**src/rtl/core/complex_domain_coloring_pixel_defines.svh**
```systemverilog
// Assertion macros for the domain coloring pixel pipeline.
// Used by complex_domain_coloring_pixel; no other dependencies.
`ifndef COMPLEX_DOMAIN_COLORING_PIXEL_DEFINES_SVH
`define COMPLEX_DOMAIN_COLORING_PIXEL_DEFINES_SVH

// same-cycle implication, disabled in reset
`define CDCP_ASSERT_SAME(lbl, clk, rst_n, ante, cons, msg) \
    lbl: assert property (@(posedge clk) disable iff (!rst_n) (ante) |-> (cons)) \
        else $error(msg);

// next-cycle implication, disabled in reset
`define CDCP_ASSERT_NEXT(lbl, clk, rst_n, ante, cons, msg) \
    lbl: assert property (@(posedge clk) disable iff (!rst_n) (ante) |=> (cons)) \
        else $error(msg);

`endif

```
**src/rtl/core/cdcp_isqrt.sv**
```systemverilog
// Pipelined integer square root, one root bit per stage.
// Standalone; input has twice the root width.
`default_nettype none

module cdcp_isqrt #(
    parameter int RW = 15
) (
    input  wire logic            i_clk,
    input  wire logic            i_en,
    input  wire logic [2*RW-1:0] i_val,
    output logic      [RW-1:0]   o_root
);

    localparam int NW = 2 * RW;
    localparam int XW = NW + 1;

    logic [NW-1:0] r_n   [RW-1];
    logic [XW-1:0] r_res [RW];
    logic [NW-1:0] n_n   [RW-1];
    logic [XW-1:0] n_res [RW];

    always_comb begin
        logic [NW-1:0] n_in;
        logic [XW-1:0] res_in;
        logic [XW-1:0] bitv;
        logic [XW-1:0] t;
        logic          ge;
        for (int j = 0; j < RW; j++) begin
            if (j == 0) begin
                n_in   = i_val;
                res_in = '0;
            end else begin
                n_in   = r_n[j-1];
                res_in = r_res[j-1];
            end
            bitv     = XW'(1) << (2 * (RW - 1 - j));
            t        = res_in + bitv;
            ge       = XW'(n_in) >= t;
            n_res[j] = ge ? (res_in >> 1) + bitv : res_in >> 1;
            if (j < RW - 1) begin
                n_n[j] = ge ? n_in - NW'(t) : n_in;
            end
        end
    end

    always_ff @(posedge i_clk) begin
        if (i_en) begin
            r_n   <= n_n;
            r_res <= n_res;
        end
    end

    assign o_root = RW'(r_res[RW-1]);

endmodule

`default_nettype wire

```
**config.mk**
```make
export PLATFORM = sky130hd
export DESIGN_NAME = cdcp_isqrt
export DESIGN_NICKNAME = d
export VERILOG_FILES = /design/src/rtl/core/complex_domain_coloring_pixel_defines.svh /design/src/rtl/core/cdcp_isqrt.sv
export SDC_FILE = /design/constraint.sdc
export NUM_CORES = 1
export LEC_CHECK = 0
export BUFFER_PORTS_ARGS = -buffer_cell sky130_fd_sc_hd__buf_2
export CAP_MARGIN = 20
export CORE_MARGIN = 2
export CORE_UTILIZATION = 65
export CTS_BUF_LIST = sky130_fd_sc_hd__clkbuf_4
export CTS_CLUSTER_DIAMETER = 50
export DETAILED_ROUTE_END_ITERATION = 10
export PLACE_DENSITY = 0.81
export SLEW_MARGIN = 15
export SYNTH_ARGS = -nofsm -noshare
export SYNTH_HDL_FRONTEND = slang
export SYNTH_SLANG_ARGS = --single-unit
```
**constraint.sdc**
```tcl
create_clock -name i_clk -period 3.9 [get_ports i_clk]
set_clock_uncertainty 0.05 [all_clocks]
set_input_delay 0.78 -clock i_clk [delete_from_list [all_inputs] [get_ports i_clk]]
set_output_delay 0.78 -clock i_clk [all_outputs]
set_load 0.02 [all_outputs]
```
; ---- Yosys cells after proc, flatten, opt, wreduce, memory -nomap -nowiden
; Cells that the tools add are included.
[word_totals]
word_cells = 128
out_inout_bits = 15
regBits = 869
in_bits = 32
[classes]
n_lt_le_gt_ge = 15
add_sub_neg = 42
muxes = 29
[ops]
columns = operator, count
row1 = $mux 30, 27
row2 = $ge 30x31->1, 14
row3 = $sub 30x30->30, 13
row4 = $add 30x11->31 const B, 1
row5 = $add 30x13->31 const B, 1
row6 = $add 30x15->31 const B, 1
row7 = $add 30x17->31 const B, 1
row8 = $add 30x19->31 const B, 1
row9 = $add 30x21->31 const B, 1
row10 = $add 30x23->31 const B, 1
row11 = $add 30x25->31 const B, 1
row12 = $add 30x27->31 const B, 1
row13 = $add 30x3->31 const B, 1
row14 = $add 30x5->31 const B, 1
row15 = $add 30x7->31 const B, 1
row16 = $add 30x9->31 const B, 1
row17 = $add 31x1->31 const B, 1
row18 = $add 31x11->31 const B, 1
row19 = $add 31x13->31 const B, 1
row20 = $add 31x15->31 const B, 1
row21 = $add 31x17->31 const B, 1
row22 = $add 31x19->31 const B, 1
row23 = $add 31x21->31 const B, 1
row24 = $add 31x23->31 const B, 1
row25 = 11 further kinds, 11

; ---- Logic depth before layout (Yosys ltp)
[depth]
word_depth = 3
depth_mapped = 11
mapped_depth_nobuf = 10

; ---- Worst setup path before layout
; No wires, ideal clock.
[synth_path]
path_kind = flip-flop to flip-flop
start = register r_n[34] in the netlist's numbering
end = register r_n[10] in the netlist's numbering (data pin)
setup_time_ns = 0.260
arrival_ns = 2.504
t_required_ns = 3.590
path_stages_with_launch = 10
path_slack_ns = 1.086
cell_sequence = edfxtp_1 ha_1 or3_1 o22ai_2 o31a_1 o22ai_1 or4_4 buf_6 buf_6 mux2_4
[synth_lines]
columns = element, line_no
row1 = start: declaration, cdcp_isqrt.sv:17  ; logic [NW-1:0] r_n [RW-1];
row2 = start signal: assignment, cdcp_isqrt.sv:48  ; r_n <= n_n;

==> results.txt <==
----------------------------------------------------
[Setup path]
  Critical Path, Cell by Cell ... ha_1 > nor3_2 > nand4_1 > or4_1 > a311oi_1 > a21boi_2 > buf_4 > mux2i_1
  R2R Path End ... r_n[67]
  Worst EP arrival ... 3900 ps
  Worst setup path category ... register to register
  Register-to-Register Path Depth ... 8
  Critical path launch point type ... register
  Worst EP required ... 4490 ps
  Endpoint type of the worst setup path ... register
  Worst R2R Start ... r_n[108]
  Largest fanout on the critical path ... 20
  Register-to-Register Setup Slack ... 590 ps
  Crit path largest cell delay ... 580 ps
  Slowest stage cell, crit path ... a21boi_2

[Floorplanning]
  Initial cell density of the core ... 65.8%
  Floorplan die width ... 202 um
  Cell Rows ... 72
  Area of the core ... 38600 um^2
  Full die area ... 40600 um^2
  Num ports ... 47
  Vertical die dimension ... 202 um

[GRT]
  Initial antenna violation count ... 1
  Wire length of the first global-routing pass ... 81000 um
  Routing layer with the top usage in global route ... met2
  Met3 layer usage reported by global route ... 5.12%
  Maximum number of pins on one net before global-route repair ... 100
  Overall global routing resource usage ... 25.4%
  Number of global-route vias before repair ... 16751
  Met2 GRT Util ... 49.0%
  Overflow left after global routing ... 0
  Met1 Usage GRT ... 25.3%

[Min path]
  Worst min-delay path startpoint ... i_val[18]
  Class of the tightest hold or removal check ... input pin to register
  Worst hold path endpoint ... r_n[408]
  Hold depth ... 1

[Placement]
  Count of input and output buffers ... 46
  Post-DP Area ... 26400 um^2
  Worst Setup Slack post-DPL ... 675 ps
  Post-detail-place hpwl ... 36700 um
  Routability Congestion ... 0.901
  Post-Place Cells ... 2506

[Route]
  Drt wl/cell ... 18.4 um
  DRC Markers ... 0
  Detail Route Antenna Nets ... 0
  DRT Wirelength ... 50000 um
  Drt initial violations ... 1021
  Number of optimization iterations in the first detailed-route pass ... 5
  Overall via count from detail_route ... 15988
  Detail-routed via count per cell ... 5.88

[Timing]
  Summed negative setup slack over all endpoints ... 0 ps
  Worst-Margin Slew ... 906 ps
  Maximum achievable frequency ... 302 MHz
  Hold Fails Final Rpt ... 0
  Period utilization ... 84.9%
  Worst slew margin relative to its limit ... 39.3%
  Post-layout min period ... 3310 ps
  RSZ-0062 raised after global routing ... false
  Number of max-slew violations in the final report ... 0
  Final setup vio count ... 0
  Worst setup slack after layout ... 591 ps

[Synthesis]
  Async set or reset register ratio after synthesis ... 0%
  Top post-synthesis cells by count ... edfxtp_1 (540), inv_1 (158), nor2_1 (148), ha_1 (131), a21oi_1 (120)
  Adder-cell share of the synthesized area ... 6.46%
  Simple logic cell fraction of the synthesized area ... 11.5%
  Combinational family with the most area after synthesis ... simple AND/OR/NAND/NOR gates
  Share of the synthesized netlist area taken by xor and xnor gates ... 5.66%
  Most frequent cell after synthesis ... edfxtp_1
  Fraction of synthesized cell area taken by the top area cell type ... 63.9%
  Leading area contributor after synthesis ... edfxtp_1
  Number of enable flip-flop cells after synthesis ... 540
  Seq cells post-synth ... 540
  Number of nets in the synthesized netlist ... 2104
  Compound-gate portion of the synthesized area ... 8.08%
  Synth Cell Area ... 25400 um^2
  Top FF cell, synth ... edfxtp_1
  Post-synthesis instance total ... 1941
  Number of distinct library cells after synthesis ... 76
  Mux cell area share after synthesis ... 1.46%
  Sequential cell area fraction in the yosys report ... 63.9%
  Warnings from Yosys ... 0
  Mean cell area of the mapped netlist ... 13.1 um^2
  Area contributors post-synth ... edfxtp_1 (64%), ha_1 (6.5%), xnor2_1 (3.0%)

[Final layout]
  Layout area overhead ... 10.7%
  Share of post-route cells with drive strength above 1 ... 14.9%
  Total number of nets in the final design ... 2290
  Fin area ... 28100 um^2
  Final non-filler cell total ... 2721

[Power and ir drop]
  Maximum ir drop on the vdd rail ... 382 uV
  Leakage power total ... 0.0109 uW
  Power per cell area ... 534 nW/um^2

[CTS]
  Number of buffers created by CTS ... 137
  Largest buffer count on any clock path ... 3
  Clock input transition at the sequential cells of the worst setup and hold paths ... 60 ps
  Clock latency of the later-clocked register in the worst-skew pair ... 800 ps
  CTS tree ... yes
  Post-CTS setup buffer count ... 0
  Library cell used as clock root buffer ... clkbuf_4
  PostCTS Resize Cnt ... 0
  Total number of clock tree sinks ... 540
  H-Tree Depth ... 4
  CTS Hold Buffers Added ... 0

[Flow run]
  Number of maximum-capacitance constraint violations ... 0

[Outcome]
  Outcome ... completed

----------------------------------------------------
power by group:
group,switching (uW),internal [uW]
logic,1460,1120
clock network,2110,2500
registers,502,7300
total,4070,10900
layout by cell type, fill, tap and decap left out, drive strengths merged, types with 6 or more instances in the layout:
cell / Yosys / layout
mux2: 27 / 27
ha: 131 / 131
nor4: 51 / 51
a21oi: 120 / 120
clkinv: 0 / 18
a21boi: 7 / 7
nand3b: 9 / 9
and2: 6 / 6
mux2i: 6 / 6
o21ai: 82 / 82
nor3: 63 / 63
nor2: 148 / 148
nor4b: 12 / 12
nand2: 94 / 94
o21a: 26 / 26
or4: 16 / 16
a21o: 25 / 25
o31ai: 10 / 10
clkbuf: 14 / 185
buf: 15 / 76
nand2b: 24 / 24
nor2b: 17 / 17
xnor2: 87 / 87
o211ai: 8 / 8
nand4: 20 / 20
xor2: 77 / 77
or3: 27 / 27
a211oi: 6 / 6
and3: 6 / 6
inv: 158 / 161
edfxtp: 540 / 540
nand3: 26 / 26
or2: 10 / 10
cells by family (layout without fill, tap and decap cells):
group / count (synthesis) / after routing
and+or+nand+nor: 554 / 554
DFF: 540 / 540
AOI/OAI and AO/OA: 332 / 332
buffers and inverters: 187 / 448
xor gates and xnor gates: 164 / 164
adders and majority gates: 131 / 131
muxes: 33 / 33
other: 0 / 1
final cells by class:
class / count / area [um^2]
diodes: 1 / 2.50
clock buffers: 185 / 1390
clock inverters: 29 / 258
fillers: 2573 / 10500
inverters: 158 / 593
multi-input cells: 1214 / 8410
flip-flops and latches: 540 / 16200
well taps: 518 / 648
repair buffers: 76 / 566
worst max-delay path, delay by kind of cell (launching register included):
family	cells	cell delay (ps)
AO/OA/AOI/OAI	2	920
adder cells (fa/ha/maj)	1	260
buffers and inverters	1	350
flip-flops	1	400
multiplexers	1	250
AND/OR/NAND/NOR	3	890
metal layers:
layer  vias up  part of all wire (%)
li1       7683                     -
met1      7664                    35
met2       475                    56
met3       166                   4.1
met4         0                   4.8
met5         -                     0
sequential cells by signal (all words and copies together) (netlist names):
register	cells
r_n	420
o_root	15
r_res	105
worst max path at each step:
stage	from	endpoint	slack, ps	cells after the start
after global placement	r_n[99]	r_n[69]	770	8
final	r_n[108]	r_n[67]	590	8
after global routing	r_n[99]	r_n[72]	350	8
after CTS	r_n[108]	r_n[68]	640	8
after floorplan	r_n[34]	r_n[10]	1090	9
after detailed placement	r_n[108]	r_n[70]	670	8
stage by stage:
step                power [uW]  hold WS [ps]  util (%)
floorplan                 9630           367         -
global placement         10300           373      68.6
detailed placement       10500           373      68.6
CTS                      15100          36.0      72.8
global route             15800          22.8      72.8
finish                   15000           104      72.8
No activity file was read; power rests on OpenSTA's default activity.
