===== src/rtl/core/complex_domain_coloring_pixel_defines.svh =====
// Assertion macros for the domain coloring pixel pipeline.
// Used by complex_domain_coloring_pixel; no other dependencies.
`ifndef COMPLEX_DOMAIN_COLORING_PIXEL_DEFINES_SVH
`define COMPLEX_DOMAIN_COLORING_PIXEL_DEFINES_SVH

// same-cycle implication, disabled in reset
`define CDCP_ASSERT_SAME(lbl, clk, rst_n, ante, cons, msg) \
    lbl: assert property (@(posedge clk) disable iff (!rst_n) (ante) |-> (cons)) \
        else $error(msg);

// next-cycle implication, disabled in reset
`define CDCP_ASSERT_NEXT(lbl, clk, rst_n, ante, cons, msg) \
    lbl: assert property (@(posedge clk) disable iff (!rst_n) (ante) |=> (cons)) \
        else $error(msg);

`endif


===== src/rtl/core/cdcp_div.sv =====
// Pipelined restoring divider, one quotient bit per stage.
// Standalone; caller guarantees the quotient fits in QW bits.
`default_nettype none

module cdcp_div #(
    parameter int NW = 48,
    parameter int DW = 41,
    parameter int QW = 17
) (
    input  wire logic          i_clk,
    input  wire logic          i_en,
    input  wire logic [NW-1:0] i_num,
    input  wire logic [DW-1:0] i_den,
    output logic      [QW-1:0] o_quo
);

    localparam int CW = (NW > DW) ? NW : DW;
    localparam int SW = CW + QW;

    logic [NW-1:0] r_rem [QW-1];
    logic [DW-1:0] r_den [QW-1];
    logic [QW-1:0] r_quo [QW];
    logic [NW-1:0] n_rem [QW-1];
    logic [DW-1:0] n_den [QW-1];
    logic [QW-1:0] n_quo [QW];

    always_comb begin
        logic [NW-1:0] rem_in;
        logic [DW-1:0] den_in;
        logic [QW-1:0] quo_in;
        logic [SW-1:0] sub;
        logic          ge;
        for (int j = 0; j < QW; j++) begin
            if (j == 0) begin
                rem_in = i_num;
                den_in = i_den;
                quo_in = '0;
            end else begin
                rem_in = r_rem[j-1];
                den_in = r_den[j-1];
                quo_in = r_quo[j-1];
            end
            sub      = SW'(den_in) << (QW - 1 - j);
            ge       = CW'(rem_in >> (QW - 1 - j)) >= CW'(den_in);
            n_quo[j] = quo_in | (ge ? (QW'(1) << (QW - 1 - j)) : '0);
            if (j < QW - 1) begin
                n_rem[j] = ge ? rem_in - NW'(sub) : rem_in;
                n_den[j] = den_in;
            end
        end
    end

    always_ff @(posedge i_clk) begin
        if (i_en) begin
            r_rem <= n_rem;
            r_den <= n_den;
            r_quo <= n_quo;
        end
    end

    assign o_quo = r_quo[QW-1];

endmodule

`default_nettype wire


===== config.mk =====
export PLATFORM = sky130hd
export DESIGN_NAME = cdcp_div
export DESIGN_NICKNAME = d
export VERILOG_FILES = /design/src/rtl/core/complex_domain_coloring_pixel_defines.svh /design/src/rtl/core/cdcp_div.sv
export SDC_FILE = /design/constraint.sdc
export NUM_CORES = 2
export LEC_CHECK = 0
export ABC_AREA = 1
export BUFFER_PORTS_ARGS = -buffer_cell sky130_fd_sc_hd__buf_4
export CAP_MARGIN = 10
export CORE_UTILIZATION = 55
export CTS_CLUSTER_SIZE = 20
export DETAILED_ROUTE_END_ITERATION = 10
export PLACE_DENSITY = 0.82
export RECOVER_POWER = 25
export SLEW_MARGIN = 20
export SYNTH_ARGS = -nofsm -noshare
export SYNTH_HDL_FRONTEND = slang
export SYNTH_SLANG_ARGS = --single-unit

===== constraint.sdc =====
create_clock -name i_clk -period 4.95 [get_ports i_clk]
set_clock_uncertainty 0.2 [all_clocks]
set_input_delay 0.495 -clock i_clk [delete_from_list [all_inputs] [get_ports i_clk]]
set_output_delay 0.495 -clock i_clk [all_outputs]
set_load 0.05 [all_outputs]

==> After elaboration in Yosys (flattened, before gate mapping) <==
Index checks and enable logic that the tools add are counted.
{ "totals": {"ff_bits": 1713, "output_inout_bits": 17} }
{ "op_classes": {"addsub": 16, "magnitude_cmp": 17, "mux": 33, "bitwise_logic": 16} }
{ "op_table": {"columns": ["op", "n"], "rows": [
  ["two-way mux 48 bit", 16],
  ["subtractor 48 bit", 10],
  [">= comparator 48 x 41 -> 1 bit", 1],
  ["subtractor 48 x 42 -> 48 bit", 1],
  ["subtractor 48 x 43 -> 48 bit", 1],
  ["subtractor 48 x 44 -> 48 bit", 1],
  ["subtractor 48 x 45 -> 48 bit", 1],
  ["subtractor 48 x 46 -> 48 bit", 1],
  ["subtractor 48 x 47 -> 48 bit", 1],
  [">= comparator 47 x 41 -> 1 bit", 1],
  [">= comparator 46 x 41 -> 1 bit", 1],
  [">= comparator 45 x 41 -> 1 bit", 1],
  [">= comparator 44 x 41 -> 1 bit", 1],
  [">= comparator 43 x 41 -> 1 bit", 1],
  [">= comparator 42 x 41 -> 1 bit", 1],
  [">= comparator 32 x 41 -> 1 bit", 1],
  [">= comparator 33 x 41 -> 1 bit", 1],
  [">= comparator 34 x 41 -> 1 bit", 1],
  [">= comparator 35 x 41 -> 1 bit", 1],
  [">= comparator 36 x 41 -> 1 bit", 1],
  [">= comparator 37 x 41 -> 1 bit", 1],
  [">= comparator 38 x 41 -> 1 bit", 1],
  [">= comparator 39 x 41 -> 1 bit", 1],
  [">= comparator 40 x 41 -> 1 bit", 1],
  ["34 further kinds", 34]
]} }

==> Longest topological paths before layout <==
{ "logic_depth": {"word_depth": 3, "mapped_depth": 17} }

==> Worst setup path before layout <==
No wires, ideal clock.
{ "synth_timing": {"kind": "register to register", "start": "register r_den, in the netlist n_den[123]", "end": "register r_rem[167] in the netlist's numbering, data pin", "setup_ps": 252, "arrival_ps": 2020, "required_time_ps": 4498, "setup_slack_ps": 2478, "path_stages_with_launch": 16, "n_path_buf": 1, "synth_period_minus_slack_ps": 2472, "path_cell_list": "edfxtp_1 -> ha_1 -> fa_1 -> inv_1 -> nand2_1 -> nand2_1 -> nand2_1 -> nor2_1 -> o21ai_1 -> nand2_1 -> nand2_1 -> nand2_2 -> inv_2 -> buf_6 -> nand2_1 -> nand2_1"} }
{ "synth_rtl": {"columns": ["item", "line_no", "source"], "rows": [
  ["start, declared", "cdcp_div.sv:21", "logic [DW-1:0] r_den [QW-1];"],
  ["start signal, assigned", "cdcp_div.sv:56", "r_den <= n_den;"],
  ["end signal, assigned", "cdcp_div.sv:55", "r_rem <= n_rem;"],
  ["end, declared", "cdcp_div.sv:20", "logic [NW-1:0] r_rem [QW-1];"]
]} }

==> Worst setup path after layout <==
{ "layout_timing": {"start": "input port i_en", "end": "register r_den, in the netlist n_den[349] (enable)"} }
{ "layout_rtl": {"columns": ["item", "line_no", "source"], "rows": [
  ["start, declared", "cdcp_div.sv:11", "input wire logic i_en,"]
]} }
No word-level cell between the ends.

==> implementation parameters <==
Parameter                              Value

Drt
  Wire length reported by the detailed router ... 361 mm
  Total number of vias ... 95700
  Drt initial violations ... 12100
  Detailed-router iteration count before antenna repair ... 8
  Average detailed-routed wire length per instance ... 20.5 um
  DR DRC count ... 0
  Average vias per placed instance ... 5.44
  Antenna viol nets, final ... 0

Synthesis
  Share of synthesized cell area in full adder, half adder and majority cells ... 7.87%
  Cell taking the most area after synthesis ... sky130_fd_sc_hd__edfxtp_1
  Simple-gate area share of the yosys netlist ... 30.3%
  Multiplexer area fraction after synthesis ... 0%
  Area share of the largest cell type after synthesis ... 43.9%
  Number of synthesized register bits ... 1577
  Post-Synthesis Net Count ... 15300
  Post-synthesis average cell area ... 7.42 um2
  Cell variety after synth ... 45
  Largest family of logic cells by synthesized area ... simple AND/OR/NAND/NOR gates
  Sequential area share after synthesis ... between 40% and 50%
  Ys Warns ... 0
  Share of the synthesized netlist area taken by xor and xnor gates ... between 2 and 3%
  Fraction of the mapped netlist area in compound gates ... 4.33%
  Largest cells by area after synthesis ... sky130_fd_sc_hd__edfxtp_1, sky130_fd_sc_hd__nand2_1, sky130_fd_sc_hd__inv_1
  Synthesized instance count ... 14500
  Syn Std Cell Area ... 108000 um2

STA
  Number of max-slew violations in the final report ... 96
  RSZ-0062 raised after global routing ... no
  Sum of negative setup slack ... 0 ns
  Slew @ Worst Pin ... a little over 4 ns
  Max_slew headroom ... -172%
  Max Clk Rate ... 0.253 GHz
  Number of failing hold endpoints at the final stage ... 0
  Final setup vio count ... 0
  Share of the clock period used by the worst path ... about four fifths
  Setup ws final ... 0.999 ns
  Final min period ... 3.95 ns

Critical path
  Launching element of the worst setup path ... i_en
  Kind of end point of the critical path ... flip-flop
  Worst Path Required ... 5.19 ns
  Worst path max stage delay ... 2.66 ns
  Cell type of the slowest stage on the worst timing path ... sky130_fd_sc_hd__clkbuf_2
  Setup slack of the worst register-to-register path ... roughly 1.2 ns
  Category of the worst setup path launch point ... input pin
  Critical path depth ... 2
  Buffer and inverter count on the worst path ... 2
  Depth of the worst register-to-register path ... 15
  Largest delay contributor family on the critical path ... buffers and inverters
  FF-to-FF Start ... n_den[84]$_DFFE_PP_
  Cell chain of the critical path ... clkbuf_2 > buf_4
  Classification of the worst setup path ... in -> reg
  Critical Path Sink ... n_den[349]$_DFFE_PP_
  Worst Path Arrival ... 4.19 ns
  Reg2Reg Capture Point ... r_rem[118]$_DFFE_PP_
  Peak fanout along the critical path ... 106

Die
  Die Area ... 198000 um2
  Die X-Extent ... 445 um
  FP Rows ... roughly 160
  Effective utilization at floorplan ... 55.3%
  Number of I/O pins ... 108
  Core Area ... 195000 um2
  Floorplan die height ... between 400 and 500 um

Finish
  Share of post-route cells with drive strength above 1 ... ~3.5%
  Cell area after layout ... 118000 um2
  P&R area growth vs syn ... 9.63%
  Post-layout net count ... 15600

Clocking
  H-tree depth reported by CTS ... 4
  Num Clock Sinks ... 1577
  Root cell of the clock tree ... sky130_fd_sc_hd__clkbuf_16
  Number of cells upsized or downsized after cts ... 0
  Clock tree from TritonCTS ... built
  Clk Latency, worst-skew pair ... roughly 0.86 ns
  Number of buffers on the longest clock path ... 3
  Worst-path clk slew ... ~0.06 ns
  Clock buffer count from CTS ... 173

Pwr
  Ratio of total power to cell area ... approximately 440 nW/um2
  Leakage power total ... ~60 nW
  Largest voltage drop on the vdd net ... 387 uV

Global route
  Most used routing layer in global routing ... met2
  Met2 usage in global routing ... between 50% and 60%
  Largest net degree at the start of global routing ... 142
  Antenna violations before repair ... 20
  Number of global-route vias before repair ... 87500
  First-pass GRT wire length ... 534 mm
  Global-route met3 utilization ... 5.98%
  Met1 capacity usage during global routing ... about half
  Overall fraction of global-route tracks in use ... 35.8%
  Remaining global-route overflow ... 0

Placed design
  Post-Place Worst Slack ... 1.35 ns
  Cell area after placement ... 111000 um2
  HPWL after DPL ... ~290 mm
  # port buffers ... 107
  Routability congestion estimate ... 1.04

Run
  # Max-Cap Violations ... 1

Outcome
  Run status ... finished, violations left
  Violations in the final reports ... max-capacitance violations, max-slew violations

Worst hold path
  HP Class ... reg -> reg
==> metrics by stage <==
stage,util (%),hold WS [ns],power [W],instances
finish,60.7,0.165,0.0520,17600
global route,60.6,0.170,0.0546,17600
CTS,60.7,0.0186,0.0516,17600
detailed placement,57.1,0.205,0.0378,17200
global placement,57.1,0.200,0.0378,17200
floorplan,-,0.200,0.0312,14500
==> how the worst min path moves through the flow <==
| stage | cells past startpoint | to | start |
|---|---|---|---|
| finish | 0 | r_rem[489]$_DFFE_PP_ | r_rem[537]$_DFFE_PP_ |
| CTS | 1 | n_den[479]$_DFFE_PP_ | i_en |
| global placement | 0 | r_quo[23]$_DFFE_PP_ | r_quo[40]$_DFFE_PP_ |
| floorplan | 0 | o_quo[10]$_DFFE_PP_ | r_quo[27]$_DFFE_PP_ |
| global route | 2 | r_rem[730]$_DFFE_PP_ | i_num[10] |
| detailed placement | 0 | o_quo[14]$_DFFE_PP_ | r_quo[31]$_DFFE_PP_ |
==> cell usage in the layout (no fill, tap or decap), types with 15 or more instances in the layout <==
cell type,instances
sky130_fd_sc_hd__nand3_1,878
sky130_fd_sc_hd__ha_1,652
sky130_fd_sc_hd__inv_1,2845
sky130_fd_sc_hd__xor2_1,312
sky130_fd_sc_hd__o21ai_0,211
sky130_fd_sc_hd__clkinv_2,25
sky130_fd_sc_hd__clkbuf_16,173
sky130_fd_sc_hd__nand3b_1,100
sky130_fd_sc_hd__nand4_1,101
sky130_fd_sc_hd__fa_1,16
sky130_fd_sc_hd__nor2_2,27
sky130_fd_sc_hd__inv_2,21
sky130_fd_sc_hd__bufinv_16,24
sky130_fd_sc_hd__clkbuf_4,28
sky130_fd_sc_hd__nand2_2,17
sky130_fd_sc_hd__nor4_1,20
sky130_fd_sc_hd__clkbuf_1,44
sky130_fd_sc_hd__a21oi_1,551
sky130_fd_sc_hd__buf_4,80
sky130_fd_sc_hd__clkinv_1,32
sky130_fd_sc_hd__edfxtp_1,1577
sky130_fd_sc_hd__nor2_1,1047
sky130_fd_sc_hd__or2_2,19
sky130_fd_sc_hd__a21oi_2,23
sky130_fd_sc_hd__inv_6,16
sky130_fd_sc_hd__nand2_1,5725
sky130_fd_sc_hd__dlygate4sd3_1,89
sky130_fd_sc_hd__o21bai_1,66
sky130_fd_sc_hd__nor3_1,111
sky130_fd_sc_hd__clkinv_4,15
==> cells by family after synthesis <==
| logic type | count (synthesis) |
|---|---|
| and+or+nand+nor | 8085 |
| buffers and inverters | 3001 |
| DFF | 1577 |
| AOI/OAI and AO/OA | 874 |
| adders and majority gates | 668 |
| xor gates and xnor gates | 321 |
==> synthesized netlist by cell type, drive strengths merged <==
cell type  count
a21boi         2
a21o           9
a21oi        574
a31oi          1
and2          13
and3           3
buf          124
clkbuf         7
edfxtp      1577
fa            16
ha           652
inv         2870
nand2       5747
nand3        884
nand3b       100
nand4        105
nor2        1076
nor2b          1
nor3         116
nor4          20
o211ai         1
o21a           5
o21ai        216
o21bai        66
or2           20
xnor2          9
xor2         312
==> report_power, final <==
part           switching, W  total [W]  internal (W)  leakage (nW)
logic                0.0133     0.0192       0.00594          42.1
clock network       0.00592     0.0137       0.00780          2.91
registers           0.00188     0.0191        0.0172          15.4
total                0.0210     0.0520        0.0310          60.5
==> routing by layer <==
layer  wire, um  share of wire, %
met5         74             0.020
met4      20000               5.5
met3      35800               9.9
met2     159000                44
met1     147000                41
==> layout make-up <==
type,instances,area [um2]
Inverter,2870,10800
Clock buffer,188,4390
Fill cell,17500,76600
Multi-Input combinational cell,9948,48600
Antenna cell,13,32.5
Timing Repair Buffer,238,2040
Sequential cell,1577,47400
Clock inverter,135,1660
Tap cell,2624,3280
==> timing repair <==
| action | CTS | global route |
|---|---|---|
| hold endpoints to repair | 89 | 0 |
| hold buffers | 89 | 0 |
| buffers inserted | 0 | 0 |
==> state kept, by name (all words and copies together), names as in the netlist <==
signal and cells:
o_quo 17, n_den 615, r_quo 136, r_rem 768
r_den 41
Power figures use the tool's default switching activity.
